`src/hdl/dfpe_pkg.sv`:
```
// Shared types and constants for the DShot frame pulse encoder.
`default_nettype none
package dfpe_pkg;

    localparam int THR_W   = 11;
    localparam int FRAME_W = 16;
    localparam int BIT_T_W = 14;
    localparam int TICK_W  = 15;
    localparam int IDX_W   = 5;
    localparam int CFG_A_W = 3;

    // Descriptor index of the trailing pause
    localparam logic [IDX_W-1:0] PAUSE_IDX = 5'd16;

    // Configuration register indexes
    localparam logic [CFG_A_W-1:0] REG_ZERO_HIGH = 3'd0;
    localparam logic [CFG_A_W-1:0] REG_ZERO_LOW  = 3'd1;
    localparam logic [CFG_A_W-1:0] REG_ONE_HIGH  = 3'd2;
    localparam logic [CFG_A_W-1:0] REG_ONE_LOW   = 3'd3;
    localparam logic [CFG_A_W-1:0] REG_PAUSE     = 3'd4;
    localparam logic [CFG_A_W-1:0] REG_SLOW      = 3'd5;

    localparam logic [3:0] NIBBLE_MASK = 4'hF;

    // Timing registers as seen by the serializer
    typedef struct packed {
        logic [BIT_T_W-1:0] zero_high;
        logic [BIT_T_W-1:0] zero_low;
        logic [BIT_T_W-1:0] one_high;
        logic [BIT_T_W-1:0] one_low;
        logic [TICK_W-1:0]  pause;
        logic               slow;
    } t_cfg;

    // One frame offered across a valid/ready boundary
    typedef struct packed {
        logic               valid;
        logic [FRAME_W-1:0] frame;
    } t_frame_xfer;

    // Serializer status
    typedef struct packed {
        logic             busy;
        logic [IDX_W-1:0] idx;
    } t_back_stat;

    // Build the 16-bit frame: throttle, telemetry bit zero, XOR checksum
    function automatic logic [FRAME_W-1:0] frame_word(input logic [THR_W-1:0] thr);
        logic [11:0] word;
        logic [3:0]  csum;
        word = {thr, 1'b0};
        csum = (word[3:0] ^ word[7:4] ^ word[11:8]) & NIBBLE_MASK;
        return {word, csum};
    endfunction

endpackage
`default_nettype wire

```
`src/hdl/dshot_frame_pulse_encoder.sv`:
```
// Top level of the DShot frame pulse encoder: config registers, front, queue, serializer.
`default_nettype none
// Each accepted throttle value becomes a 16-bit DShot frame (telemetry bit zero,
// XOR nibble checksum) and is played out as 17 pulse descriptors, MSB first:
// 16 high/low pairs and a final low pause flagged with o_last. The output
// channel carries one descriptor per cycle unless the sink stalls; the
// serializer is the throughput limit. An accepted value goes through the front
// stage, the queue and the serializer frame register to the output register.
// Up to three further throttle values are held (front stage plus a
// two-frame queue) while a frame plays out, so frames follow back to back.
// Timing registers are read live by the serializer; write them only when the
// block is idle. Indexes 6 and 7 are ignored.
module dshot_frame_pulse_encoder (
    input  wire logic                          i_clk,
    input  wire logic                          i_rst_n,
    // Configuration write port
    input  wire logic                          i_cfg_wr_en,
    input  wire logic [dfpe_pkg::CFG_A_W-1:0]  i_cfg_addr,
    input  wire logic [dfpe_pkg::TICK_W-1:0]   i_cfg_wr_data,
    // Throttle input
    input  wire logic                          i_valid,
    output logic                               o_ready,
    input  wire logic [dfpe_pkg::THR_W-1:0]    i_throttle,
    // Descriptor output
    output logic                               o_valid,
    input  wire logic                          i_ready,
    output logic                               o_first_level,
    output logic [dfpe_pkg::TICK_W-1:0]        o_first_ticks,
    output logic                               o_second_level,
    output logic [dfpe_pkg::TICK_W-1:0]        o_second_ticks,
    output logic                               o_last
);
    import dfpe_pkg::*;

    t_cfg        r_cfg;
    t_frame_xfer push;
    t_frame_xfer head;
    t_back_stat  stat;
    logic        push_ready;
    logic        pop;

    // Configuration registers
    always_ff @(posedge i_clk) begin
        if (!i_rst_n) begin
            r_cfg.zero_high <= BIT_T_W'(50);
            r_cfg.zero_low  <= BIT_T_W'(83);
            r_cfg.one_high  <= BIT_T_W'(100);
            r_cfg.one_low   <= BIT_T_W'(33);
            r_cfg.pause     <= TICK_W'(2000);
            r_cfg.slow      <= 1'b0;
        end else if (i_cfg_wr_en) begin
            unique case (i_cfg_addr)
                REG_ZERO_HIGH: r_cfg.zero_high <= i_cfg_wr_data[BIT_T_W-1:0];
                REG_ZERO_LOW:  r_cfg.zero_low  <= i_cfg_wr_data[BIT_T_W-1:0];
                REG_ONE_HIGH:  r_cfg.one_high  <= i_cfg_wr_data[BIT_T_W-1:0];
                REG_ONE_LOW:   r_cfg.one_low   <= i_cfg_wr_data[BIT_T_W-1:0];
                REG_PAUSE:     r_cfg.pause     <= i_cfg_wr_data;
                REG_SLOW:      r_cfg.slow      <= i_cfg_wr_data[0];
                default: begin
                end
            endcase
        end
    end

    dfpe_front u_front (
        .i_clk        (i_clk),
        .i_rst_n      (i_rst_n),
        .i_valid      (i_valid),
        .o_ready      (o_ready),
        .i_throttle   (i_throttle),
        .o_push       (push),
        .i_push_ready (push_ready)
    );

    dfpe_queue u_queue (
        .i_clk        (i_clk),
        .i_rst_n      (i_rst_n),
        .i_push       (push),
        .o_push_ready (push_ready),
        .o_head       (head),
        .i_pop        (pop)
    );

    dfpe_back u_back (
        .i_clk          (i_clk),
        .i_rst_n        (i_rst_n),
        .i_cfg          (r_cfg),
        .i_head         (head),
        .o_pop          (pop),
        .o_stat         (stat),
        .o_valid        (o_valid),
        .i_ready        (i_ready),
        .o_first_level  (o_first_level),
        .o_first_ticks  (o_first_ticks),
        .o_second_level (o_second_level),
        .o_second_ticks (o_second_ticks),
        .o_last         (o_last)
    );

    // Descriptor index never runs past the pause
    a_idx_range: assert property (@(posedge i_clk) disable iff (!i_rst_n)
        stat.busy |-> (stat.idx <= PAUSE_IDX))
        else $error("serializer index beyond pause");

    // Serializer goes idle only right after loading the pause descriptor
    a_idle_after_pause: assert property (@(posedge i_clk) disable iff (!i_rst_n)
        $fell(stat.busy) |-> (o_valid && o_last))
        else $error("serializer stopped mid-frame");

    // Every descriptor that is not the pause is a high bit pulse
    a_bit_level: assert property (@(posedge i_clk) disable iff (!i_rst_n)
        (o_valid && !o_last) |-> o_first_level)
        else $error("bit descriptor with low first level");

endmodule
`default_nettype wire

```
`src/hdl/dfpe_front.sv`:
```
// Front end: accepts throttle values and forms checksummed frames.
`default_nettype none
module dfpe_front (
    input  wire logic                      i_clk,
    input  wire logic                      i_rst_n,
    input  wire logic                      i_valid,
    output logic                           o_ready,
    input  wire logic [dfpe_pkg::THR_W-1:0] i_throttle,
    output dfpe_pkg::t_frame_xfer          o_push,
    input  wire logic                      i_push_ready
);
    import dfpe_pkg::*;

    logic               r_valid;
    logic [FRAME_W-1:0] r_frame;
    logic               n_valid;

    // Stage frees up when empty or when its frame moves to the queue
    assign o_ready = !r_valid || i_push_ready;

    always_comb begin
        n_valid = r_valid;
        if (o_ready) begin
            n_valid = i_valid;
        end
    end

    always_ff @(posedge i_clk) begin
        if (!i_rst_n) begin
            r_valid <= 1'b0;
        end else begin
            r_valid <= n_valid;
        end
    end

    // Frame word computed on the transfer
    always_ff @(posedge i_clk) begin
        if (o_ready && i_valid) begin
            r_frame <= frame_word(i_throttle);
        end
    end

    assign o_push.valid = r_valid;
    assign o_push.frame = r_frame;

endmodule
`default_nettype wire

```
`src/hdl/dfpe_queue.sv`:
```
// Two-entry frame queue between front end and serializer.
`default_nettype none
module dfpe_queue (
    input  wire logic                 i_clk,
    input  wire logic                 i_rst_n,
    input  wire dfpe_pkg::t_frame_xfer i_push,
    output logic                      o_push_ready,
    output dfpe_pkg::t_frame_xfer     o_head,
    input  wire logic                 i_pop
);
    import dfpe_pkg::*;

    localparam int Q_DEPTH = 2;
    localparam int Q_PTR_W = 1;
    localparam int Q_CNT_W = 2;
    localparam logic [Q_CNT_W-1:0] Q_FULL = Q_CNT_W'(Q_DEPTH);

    logic [FRAME_W-1:0] r_mem [Q_DEPTH];
    logic [Q_PTR_W-1:0] r_wr_ptr;
    logic [Q_PTR_W-1:0] r_rd_ptr;
    logic [Q_CNT_W-1:0] r_count;
    logic               push;
    logic               pop;

    assign o_push_ready = (r_count != Q_FULL);
    assign push         = i_push.valid && o_push_ready;
    assign pop          = i_pop && (r_count != '0);

    assign o_head.valid = (r_count != '0);
    assign o_head.frame = r_mem[r_rd_ptr];

    // Storage
    always_ff @(posedge i_clk) begin
        if (push) begin
            r_mem[r_wr_ptr] <= i_push.frame;
        end
    end

    // Pointers and fill count
    always_ff @(posedge i_clk) begin
        if (!i_rst_n) begin
            r_wr_ptr <= '0;
            r_rd_ptr <= '0;
            r_count  <= '0;
        end else begin
            if (push) begin
                r_wr_ptr <= r_wr_ptr + 1'b1;
            end
            if (pop) begin
                r_rd_ptr <= r_rd_ptr + 1'b1;
            end
            if (push && !pop) begin
                r_count <= r_count + 1'b1;
            end else if (pop && !push) begin
                r_count <= r_count - 1'b1;
            end
        end
    end

endmodule
`default_nettype wire

```
`src/hdl/dfpe_back.sv`:
```
// Serializer: turns each frame into 16 bit descriptors and a pause descriptor.
`default_nettype none
module dfpe_back (
    input  wire logic                       i_clk,
    input  wire logic                       i_rst_n,
    input  wire dfpe_pkg::t_cfg             i_cfg,
    input  wire dfpe_pkg::t_frame_xfer      i_head,
    output logic                            o_pop,
    output dfpe_pkg::t_back_stat            o_stat,
    output logic                            o_valid,
    input  wire logic                       i_ready,
    output logic                            o_first_level,
    output logic [dfpe_pkg::TICK_W-1:0]     o_first_ticks,
    output logic                            o_second_level,
    output logic [dfpe_pkg::TICK_W-1:0]     o_second_ticks,
    output logic                            o_last
);
    import dfpe_pkg::*;

    logic               r_busy;
    logic [IDX_W-1:0]   r_idx;
    logic [FRAME_W-1:0] r_frame;
    logic               r_out_valid;
    logic               r_first_level;
    logic [TICK_W-1:0]  r_first_ticks;
    logic [TICK_W-1:0]  r_second_ticks;
    logic               r_last;

    logic               advance;
    logic               emit;
    logic               fin;
    logic [BIT_T_W-1:0] hi_sel;
    logic [BIT_T_W-1:0] lo_sel;
    logic [TICK_W-1:0]  hi_ticks;
    logic [TICK_W-1:0]  lo_ticks;

    // Output register moves when empty or taken downstream
    assign advance = !r_out_valid || i_ready;
    assign emit    = advance && r_busy;
    assign fin     = emit && (r_idx == PAUSE_IDX);
    assign o_pop   = i_head.valid && (!r_busy || fin);

    // Bit timing, doubled in slow mode
    assign hi_sel   = r_frame[FRAME_W-1] ? i_cfg.one_high : i_cfg.zero_high;
    assign lo_sel   = r_frame[FRAME_W-1] ? i_cfg.one_low  : i_cfg.zero_low;
    assign hi_ticks = i_cfg.slow ? {hi_sel, 1'b0} : {1'b0, hi_sel};
    assign lo_ticks = i_cfg.slow ? {lo_sel, 1'b0} : {1'b0, lo_sel};

    // Sequencer control
    always_ff @(posedge i_clk) begin
        if (!i_rst_n) begin
            r_busy      <= 1'b0;
            r_idx       <= '0;
            r_out_valid <= 1'b0;
        end else begin
            if (o_pop) begin
                r_busy <= 1'b1;
                r_idx  <= '0;
            end else if (fin) begin
                r_busy <= 1'b0;
            end else if (emit) begin
                r_idx <= r_idx + 1'b1;
            end
            if (advance) begin
                r_out_valid <= r_busy;
            end
        end
    end

    // Frame shift register, MSB first
    always_ff @(posedge i_clk) begin
        if (o_pop) begin
            r_frame <= i_head.frame;
        end else if (emit) begin
            r_frame <= {r_frame[FRAME_W-2:0], 1'b0};
        end
    end

    // Descriptor output register
    always_ff @(posedge i_clk) begin
        if (emit) begin
            if (fin) begin
                r_first_level  <= 1'b0;
                r_first_ticks  <= i_cfg.pause;
                r_second_ticks <= '0;
                r_last         <= 1'b1;
            end else begin
                r_first_level  <= 1'b1;
                r_first_ticks  <= hi_ticks;
                r_second_ticks <= lo_ticks;
                r_last         <= 1'b0;
            end
        end
    end

    assign o_valid        = r_out_valid;
    assign o_first_level  = r_first_level;
    assign o_first_ticks  = r_first_ticks;
    assign o_second_level = 1'b0;
    assign o_second_ticks = r_second_ticks;
    assign o_last         = r_last;
    assign o_stat.busy    = r_busy;
    assign o_stat.idx     = r_idx;

endmodule
`default_nettype wire
```
`config.mk`:
```
export PLATFORM = sky130hd
export DESIGN_NAME = dshot_frame_pulse_encoder
export DESIGN_NICKNAME = d
export VERILOG_FILES = /design/src/hdl/dfpe_pkg.sv /design/src/hdl/dshot_frame_pulse_encoder.sv /design/src/hdl/dfpe_front.sv /design/src/hdl/dfpe_queue.sv /design/src/hdl/dfpe_back.sv
export SDC_FILE = /design/constraint.sdc
export NUM_CORES = 1
export LEC_CHECK = 0
export ABC_AREA = 0
export ABC_CLOCK_PERIOD_IN_PS = 4250
export BUFFER_PORTS_ARGS = -buffer_cell sky130_fd_sc_hd__buf_2
export CORE_MARGIN = 8
export CORE_UTILIZATION = 40
export CTS_CLUSTER_SIZE = 40
export DETAILED_ROUTE_END_ITERATION = 8
export GPL_ROUTABILITY_DRIVEN = 0
export GPL_TIMING_DRIVEN = 0
export PLACE_DENSITY = 0.61
export SLEW_MARGIN = 20
export SYNTH_ARGS = -nofsm -noshare
export SYNTH_HDL_FRONTEND = slang
export SYNTH_HIERARCHICAL = 1
export SYNTH_SLANG_ARGS = --single-unit
```
`constraint.sdc`:
```
create_clock -name i_clk -period 4.25 [get_ports i_clk]
set_clock_uncertainty 0.2 [all_clocks]
set_input_delay 0.85 -clock i_clk [delete_from_list [all_inputs] [get_ports i_clk]]
set_output_delay 0.85 -clock i_clk [all_outputs]
set_load 0.02 [all_outputs]
```
==> flow_metrics.py, run 1 <==
metrics = {
    "cts": {
        "cts_tree": "done",
        "holdBufCountCts": 0,
        "maximum_root_to_sink_buffer_count": 2,
        "cts.reportedPaths.clkPinSlew_ps": 70,
        "post_cts_setup_repair_buffer_count": 0,
        "cts_resized": 0,
        "clk_root_buffer_cell": "sky130_fd_sc_hd__clkbuf_16",
        "numCtsBuffers": 17,
        "cts.sink_count": 180,
        "cts-htree-levels": 4,
        "clock_insertion_delay_worst_skew_ps": 430,
    },
    "critical_path": {
        "worst_r2r_path_depth": 11,
        "worstReg2RegEnd": "u_queue/r_count[1]$_SDFFE_PN0P_",
        "critical_path_class": "flip-flop to flip-flop",
        "cp-end-kind": "flip-flop",
        "cp_cell_sequence": "inv_1 -> ha_1 -> and4bb_1 -> buf_6 -> a31oi_4 -> buf_12 -> inv_1 -> o21ai_1 -> ha_1 -> or3_1 -> a21boi_1",
        "critical_path.reg2reg.startpoint": "u_back/r_idx[0]$_SDFFE_PP0P_",
        "worst-path-max-fanout": 10,
        "critPathArrivalTime_ps": 2980,
        "worst-r2r-setup-slack_ps": 1430,
        "timing.critical_path.buf_inv": 4,
        "start_kind": "flip-flop",
        "critical_path_required_ps": 4410,
        "largest_delay_contributor_family_on_the_critical_path": "compound AO/OA/AOI/OAI gates",
        "worst_path_max_delay_cell": "sky130_fd_sc_hd__dfxtp_1",
        "cp_slowest_stage_delay_ps": 370,
    },
    "timing": {
        "post_layout_minimum_cycle_time_ps": 2820,
        "final-hold-violation-count": 0,
        "setup_repair_after_global_routing_missed_its_margin": "false",
        "clock.fmax_mhz": 355,
        "slew_headroom": 0.432,
        "slew_viol_final": 0,
        "setup-tns-final_ps": 0,
        "post-route-period-util": 0.663,
        "final_number_of_setup_violating_endpoints": 0,
        "timing_worst_slew_pin_value_ps": 852,
    },
    "job": {
        "cap_viol_max_count": 0,
    },
    "cells_and_area": {
        "antennaDiodeCount": 0,
        "fillers": 1776,
        "layout-drive-gt1-share": 0.271,
        "util_after_layout": 0.471,
        "final-seq-area_sq_um": 4550,
        "area.growth.synth_to_final_pct": 16.8,
        "multi_input_area_sq_um": 2940,
        "nets": 707,
    },
    "floorplanning": {
        "boundaryPins": 69,
        "die_area_sq_um": 24100,
        "initial_core_utilization": 0.403,
        "std_cell_rows": 51,
        "fp.dieH_um": 155,
        "core_region_sq_um": 19200,
        "floorplan.die.width_um": 155,
    },
    "logic_synthesis": {
        "synthesis.instances": 582,
        "yosys_warnings": 6,
        "synth.avg_cell_area_sq_um": 13.3,
        "netlist_area_sq_um": 7740,
        "syn_nets": 619,
    },
    "worst_hold_path": {
        "hp-start": "u_front/r_frame[11]$_DFFE_PP_",
        "worstHoldPathCells": 0,
        "worst_hold_path.endpoint": "u_queue/r_mem[0][11]$_DFFE_PP_",
        "timing.hold.worst.class": "flip-flop to flip-flop",
    },
    "detailed_routing": {
        "route.detailed.drc": 0,
        "route.vias.total": 4695,
        "drt_pre_antenna_iters": 4,
        "drt-initial-drc-count": 181,
        "avgRoutedWirePerCell_um": 18.2,
        "antenna_left": 0,
        "postRouteWirelength_um": 17200,
        "vias_per_cell": 4.95,
    },
    "grt": {
        "grtUsageTotal": 0.148,
        "grt_overflow_total": 0,
        "initial_antenna_violation_count": 0,
        "first_pass_grt_wire_length_um": 27300,
        "grt_max_degree": 19,
        "first_global_vias": 4982,
    },
    "placement": {
        "placement.io_buffers": 67,
        "hpwl_um": 12400,
    },
    "outcome": {
        "status": "finished, final reports clean",
    },
    "power": {
        "leakagePower_nw": 3.59,
        "powerDensity_nw_per_um2": 561,
        "irDropWorstVdd_mv": 0.297,
    },
}
per-layer routing:
metal,track usage,vias up,part of all wire
li1,-,2277,-
met1,0.183,2329,0.46
met2,0.252,76,0.49
met3,0.0352,13,0.033
met4,0.0453,0,0.0093
met5,0,-,0
power breakdown:
group          total (W)  internal [W]  switching (W)
registers        0.00227       0.00218      0.0000895
clock network    0.00155      0.000871       0.000683
logic            0.00124      0.000568       0.000676
total            0.00507       0.00362        0.00145
state kept, by name (all words and copies together), names as in the netlist, named ones only:
signal / count
u_front/r_frame: 15
u_queue/r_wr_ptr: 1
u_back/r_frame: 16
u_back/o_first_ticks: 15
u_back/r_idx: 5
u_front/r_valid: 1
u_queue/r_mem: 32
u_back/r_busy: 1
u_queue/r_rd_ptr: 1
u_back/o_first_level: 1
u_back/o_second_ticks: 15
u_back/o_last: 1
u_queue/r_count: 2
u_back/o_valid: 1
r_cfg: 72
cell usage in the layout (no fill, tap or decap), types with 4 or more instances in the layout:
| master | n |
|---|---|
| sky130_fd_sc_hd__a21oi_1 | 7 |
| sky130_fd_sc_hd__and2_1 | 14 |
| sky130_fd_sc_hd__dfxtp_1 | 85 |
| sky130_fd_sc_hd__inv_1 | 9 |
| sky130_fd_sc_hd__buf_6 | 4 |
| sky130_fd_sc_hd__nand4_1 | 4 |
| sky130_fd_sc_hd__clkbuf_16 | 18 |
| sky130_fd_sc_hd__mux2_4 | 8 |
| sky130_fd_sc_hd__nor2b_1 | 32 |
| sky130_fd_sc_hd__buf_4 | 6 |
| sky130_fd_sc_hd__o31ai_1 | 6 |
| sky130_fd_sc_hd__mux4_2 | 9 |
| sky130_fd_sc_hd__mux2_2 | 36 |
| sky130_fd_sc_hd__nand2_1 | 73 |
| sky130_fd_sc_hd__clkbuf_1 | 18 |
| sky130_fd_sc_hd__buf_2 | 81 |
| sky130_fd_sc_hd__mux2i_1 | 101 |
| sky130_fd_sc_hd__a211oi_1 | 7 |
| sky130_fd_sc_hd__edfxtp_1 | 95 |
| sky130_fd_sc_hd__xnor2_1 | 8 |
cell type report:
cell class	instances	share of cell area
plain buffers	40	0.0253
clock buffers	21	0.0522
clock inverters	11	0.0123
inverters	10	0.00415
multi-input cells	352	0.325
flip-flops and latches	180	0.504
well taps	265	0.0367
repair buffers	69	0.0414
through the flow:
step / total power (W) / hold WS [ps] / setup WS (ps) / instance area, sq um / cells
global placement: 0.00350 / 228 / 219 / 8410 / 914
floorplan: 0.00319 / 221 / 1200 / 7740 / 582
finish: 0.00507 / 248 / 1430 / 9040 / 948
CTS: 0.00512 / 251 / 1430 / 9040 / 948
global route: 0.00530 / 270 / 1260 / 9040 / 948
detailed placement: 0.00357 / 234 / 1140 / 8460 / 916
worst register-to-register path: stages (launching register included):
cell	delay, ps
sky130_fd_sc_hd__dfxtp_1	370
sky130_fd_sc_hd__inv_1	90
sky130_fd_sc_hd__ha_1	220
sky130_fd_sc_hd__and4bb_1	210
sky130_fd_sc_hd__buf_6	150
sky130_fd_sc_hd__a31oi_4	370
sky130_fd_sc_hd__buf_12	210
sky130_fd_sc_hd__inv_1	50
sky130_fd_sc_hd__o21ai_1	120
sky130_fd_sc_hd__ha_1	290
sky130_fd_sc_hd__or3_1	350
sky130_fd_sc_hd__a21boi_1	140
worst max-delay path by stage:
stage | startpoint | endpoint | slack (ps) | depth (start not counted)
floorplan | i_ready | u_back/o_first_level$_DFFE_PP_ | 1200 | 3
global placement | i_ready | u_back/o_first_ticks[3]$_DFFE_PP_ | 220 | 4
detailed placement | i_ready | u_queue/r_count[1]$_SDFFE_PN0P_ | 1140 | 10
CTS | u_back/r_idx[0]$_SDFFE_PP0P_ | u_queue/r_count[1]$_SDFFE_PN0P_ | 1430 | 11
global route | u_back/r_idx[0]$_SDFFE_PP0P_ | u_queue/r_count[1]$_SDFFE_PN0P_ | 1260 | 11
finish | u_back/r_idx[0]$_SDFFE_PP0P_ | u_queue/r_count[1]$_SDFFE_PN0P_ | 1430 | 11
No activity file was read; power rests on OpenSTA's default activity.
==> inputs of run 2 (changes only) <==
--- a/config.mk
+++ b/config.mk
@@ -6,7 +6,7 @@
 export NUM_CORES = 1
 export LEC_CHECK = 0
 export ABC_AREA = 0
-export ABC_CLOCK_PERIOD_IN_PS = 4250
+export ABC_CLOCK_PERIOD_IN_PS = 2310
 export BUFFER_PORTS_ARGS = -buffer_cell sky130_fd_sc_hd__buf_2
 export CORE_MARGIN = 8
 export CORE_UTILIZATION = 40
@@ -14,7 +14,7 @@
 export DETAILED_ROUTE_END_ITERATION = 8
 export GPL_ROUTABILITY_DRIVEN = 0
 export GPL_TIMING_DRIVEN = 0
-export PLACE_DENSITY = 0.61
+export PLACE_DENSITY = 0.63
 export SLEW_MARGIN = 20
 export SYNTH_ARGS = -nofsm -noshare
 export SYNTH_HDL_FRONTEND = slang
==> constraint.sdc (replaced) <==
create_clock -name i_clk -period 2.31 [get_ports i_clk]
set_clock_uncertainty 0.2 [all_clocks]
set_input_delay 0.462 -clock i_clk [delete_from_list [all_inputs] [get_ports i_clk]]
set_output_delay 0.462 -clock i_clk [all_outputs]
set_load 0.02 [all_outputs]
==> run 2 against run 1 <==
Net effect: total power increased by 88%; critical path depth stayed put; worst setup slack lost 1400 ps; maximum frequency increased by 25%; sequential share of layout area is 0.54 points lower; count of clock-buffer cells in the layout is 4 lower; critical endpoint unchanged; combinational power rose by 93%; wire length is 0.56% higher; via count rose by 2.3%; clock power up 90%.
==> flow_metrics.py, run 2 (synthesis gave the netlist of run 1 again) <==
metrics = {
    "critical_path": {
        "worst-path-max-fanout": 3,
        "critPathArrivalTime_ps": 2410,
        "start_kind": "flip-flop",
        "cp-end-kind": "flip-flop",
        "critical_path_class": "flip-flop to flip-flop",
        "critical_path_required_ps": 2470,
    },
    "cells_and_area": {
        "area.growth.synth_to_final_pct": 18.2,
        "post-route-cell-area_sq_um": 9150,
        "antennaDiodeCount": 0,
        "util_after_layout": 0.477,
        "largest_register_ff_count": 72,
        "biggestRegsByFlops": "r_cfg x72, u_queue/r_mem x32, u_back/r_frame x16",
        "commonest_non_fill_non_tap_cell_in_the_layout": "sky130_fd_sc_hd__mux2i_1",
        "layout-drive-gt1-share": 0.296,
        "nets": 713,
        "mostFrequentLayoutCells": "sky130_fd_sc_hd__mux2i_1, sky130_fd_sc_hd__edfxtp_1, sky130_fd_sc_hd__buf_2, sky130_fd_sc_hd__dfxtp_1, sky130_fd_sc_hd__nand2_1",
        "largest-register": "r_cfg",
    },
    "timing": {
        "final_number_of_setup_violating_endpoints": 0,
        "post-route-period-util": 0.977,
        "post_layout_minimum_cycle_time_ps": 2260,
        "final_critical_path_setup_slack_ps": 54.1,
        "slew_headroom": 0.437,
        "slew_viol_final": 0,
        "clock.fmax_mhz": 443,
        "final-hold-violation-count": 0,
        "timing_worst_slew_pin_value_ps": 845,
        "worst_hold_slack_ps": 26.4,
    },
    "floorplanning": {
        "fp.dieH_um": 155,
        "std_cell_rows": 51,
        "boundaryPins": 69,
        "floorplan.die.width_um": 155,
        "initial_core_utilization": 0.403,
        "core_region_sq_um": 19200,
        "die_area_sq_um": 24100,
    },
    "power": {
        "leakagePower_nw": 3.63,
        "irDropWorstVdd_mv": 0.521,
        "p_int_w": 0.00669,
        "seq_power_share": 0.440,
        "p_total_w": 0.00952,
        "powerDensity_nw_per_um2": 1040,
        "power.combinational.fraction": 0.251,
        "power.switching_fraction": 0.298,
        "power.clock.fraction": 0.309,
        "net-switching-power_w": 0.00283,
    },
    "grt": {
        "grt_max_degree": 28,
        "initial_antenna_violation_count": 0,
        "first_global_vias": 4932,
        "grtUsageTotal": 0.147,
        "first_pass_grt_wire_length_um": 27000,
        "grt_overflow_total": 0,
    },
    "detailed_routing": {
        "vias_per_cell": 5.03,
        "avgRoutedWirePerCell_um": 18.1,
        "antenna_left": 0,
        "drt-initial-drc-count": 310,
        "route.detailed.drc": 0,
        "postRouteWirelength_um": 17300,
        "drt_pre_antenna_iters": 4,
        "route.vias.total": 4802,
    },
    "cts": {
        "clock_insertion_delay_worst_skew_ps": 440,
        "cts.sink_count": 180,
        "cts_tree": "done",
        "cts.reportedPaths.clkPinSlew_ps": 70,
        "cts-htree-levels": 4,
        "clk_root_buffer_cell": "sky130_fd_sc_hd__clkbuf_16",
        "numCtsBuffers": 17,
        "maximum_root_to_sink_buffer_count": 2,
        "holdBufCountCts": 0,
    },
    "outcome": {
        "status": "finished, final reports clean",
    },
    "worst_hold_path": {
        "timing.hold.worst.class": "primary input to flip-flop",
    },
    "placement": {
        "place_ws_ps": -300,
        "hpwl_um": 11900,
        "post_dp_cell_area_sq_um": 8480,
        "placement.io_buffers": 67,
    },
    "job": {
        "cap_viol_max_count": 0,
    },
}
run 2: cell count changes in the layout (fill, tap and decap cells not counted), sizes merged:
cell / previous run / this run
buf: 93 / 99
inv: 15 / 18
clkbuf: 37 / 33
clkinv: 5 / 6
run 2: final timing paths:
| kind | startpoint | end | slack (ps) | depth (start not counted) |
|---|---|---|---|---|
| hold / removal | i_throttle[3] | u_front/r_frame[8]$_DFFE_PP_ | 30 | 1 |
| setup reg to reg | u_back/r_idx[0]$_SDFFE_PP0P_ | u_queue/r_count[1]$_SDFFE_PN0P_ | 50 | 11 |
| hold reg to reg | u_front/r_frame[10]$_DFFE_PP_ | u_queue/r_mem[1][10]$_DFFE_PP_ | 240 | 0 |
| setup / recovery | u_back/r_idx[0]$_SDFFE_PP0P_ | u_queue/r_count[1]$_SDFFE_PN0P_ | 50 | 11 |
run 2: stage by stage:
stage,std cells,TNS (ps)
floorplan,582,0
global placement,914,-15980
detailed placement,915,-1290
CTS,952,0
global route,954,-13.5
finish,954,0
run 2: cell type report:
type | instances | area [sq um]
Fill cell | 1702 | 10100
Sequential cell | 180 | 4560
Multi-Input combinational cell | 352 | 2980
Clock buffer | 17 | 425
Timing Repair Buffer | 75 | 408
Tap cell | 265 | 332
Buffer | 40 | 229
Clock inverter | 15 | 183
Inverter | 10 | 40.0
run 2: repair_timing:
item / in CTS / in global routing
pin swaps: 1 / 4
buffers inserted: 5 / 2
resized for setup: 2 / 3
endpoints found under the setup margin: 18 / 17
run 2: power by group through the flow:
stage | Sequential (W) | Combinational, W | Clock (W)
6_report | 0.00419 | 0.00239 | 0.00294
4_1_cts | 0.00419 | 0.00238 | 0.00299
3_3_place_gp | 0.00425 | 0.00222 | 0
2_1_floorplan | 0.00438 | 0.00153 | 0
5_1_grt | 0.00423 | 0.00256 | 0.00311
3_5_place_dp | 0.00426 | 0.00232 | 0
run 2: worst max-delay path, cell delays in order, from the launching register on:
cell                       delay, ps
sky130_fd_sc_hd__dfxtp_2         340
sky130_fd_sc_hd__inv_2            50
sky130_fd_sc_hd__ha_4            150
sky130_fd_sc_hd__and4bb_1        190
sky130_fd_sc_hd__buf_6           130
sky130_fd_sc_hd__a31oi_4         170
sky130_fd_sc_hd__buf_12          130
sky130_fd_sc_hd__inv_4            30
sky130_fd_sc_hd__o21ai_4          60
sky130_fd_sc_hd__ha_4            230
sky130_fd_sc_hd__or3_1           360
sky130_fd_sc_hd__a21boi_1        140
run 2: routing by layer:
layer / vias to the layer above / global-route usage / share of wire / wire length, um
li1: 2286 / - / - / -
met1: 2393 / 0.198 / 0.49 / 8410
met2: 98 / 0.223 / 0.45 / 7840
met3: 25 / 0.0350 / 0.039 / 679
met4: 0 / 0.0593 / 0.022 / 380
met5: - / 0 / 0 / 0
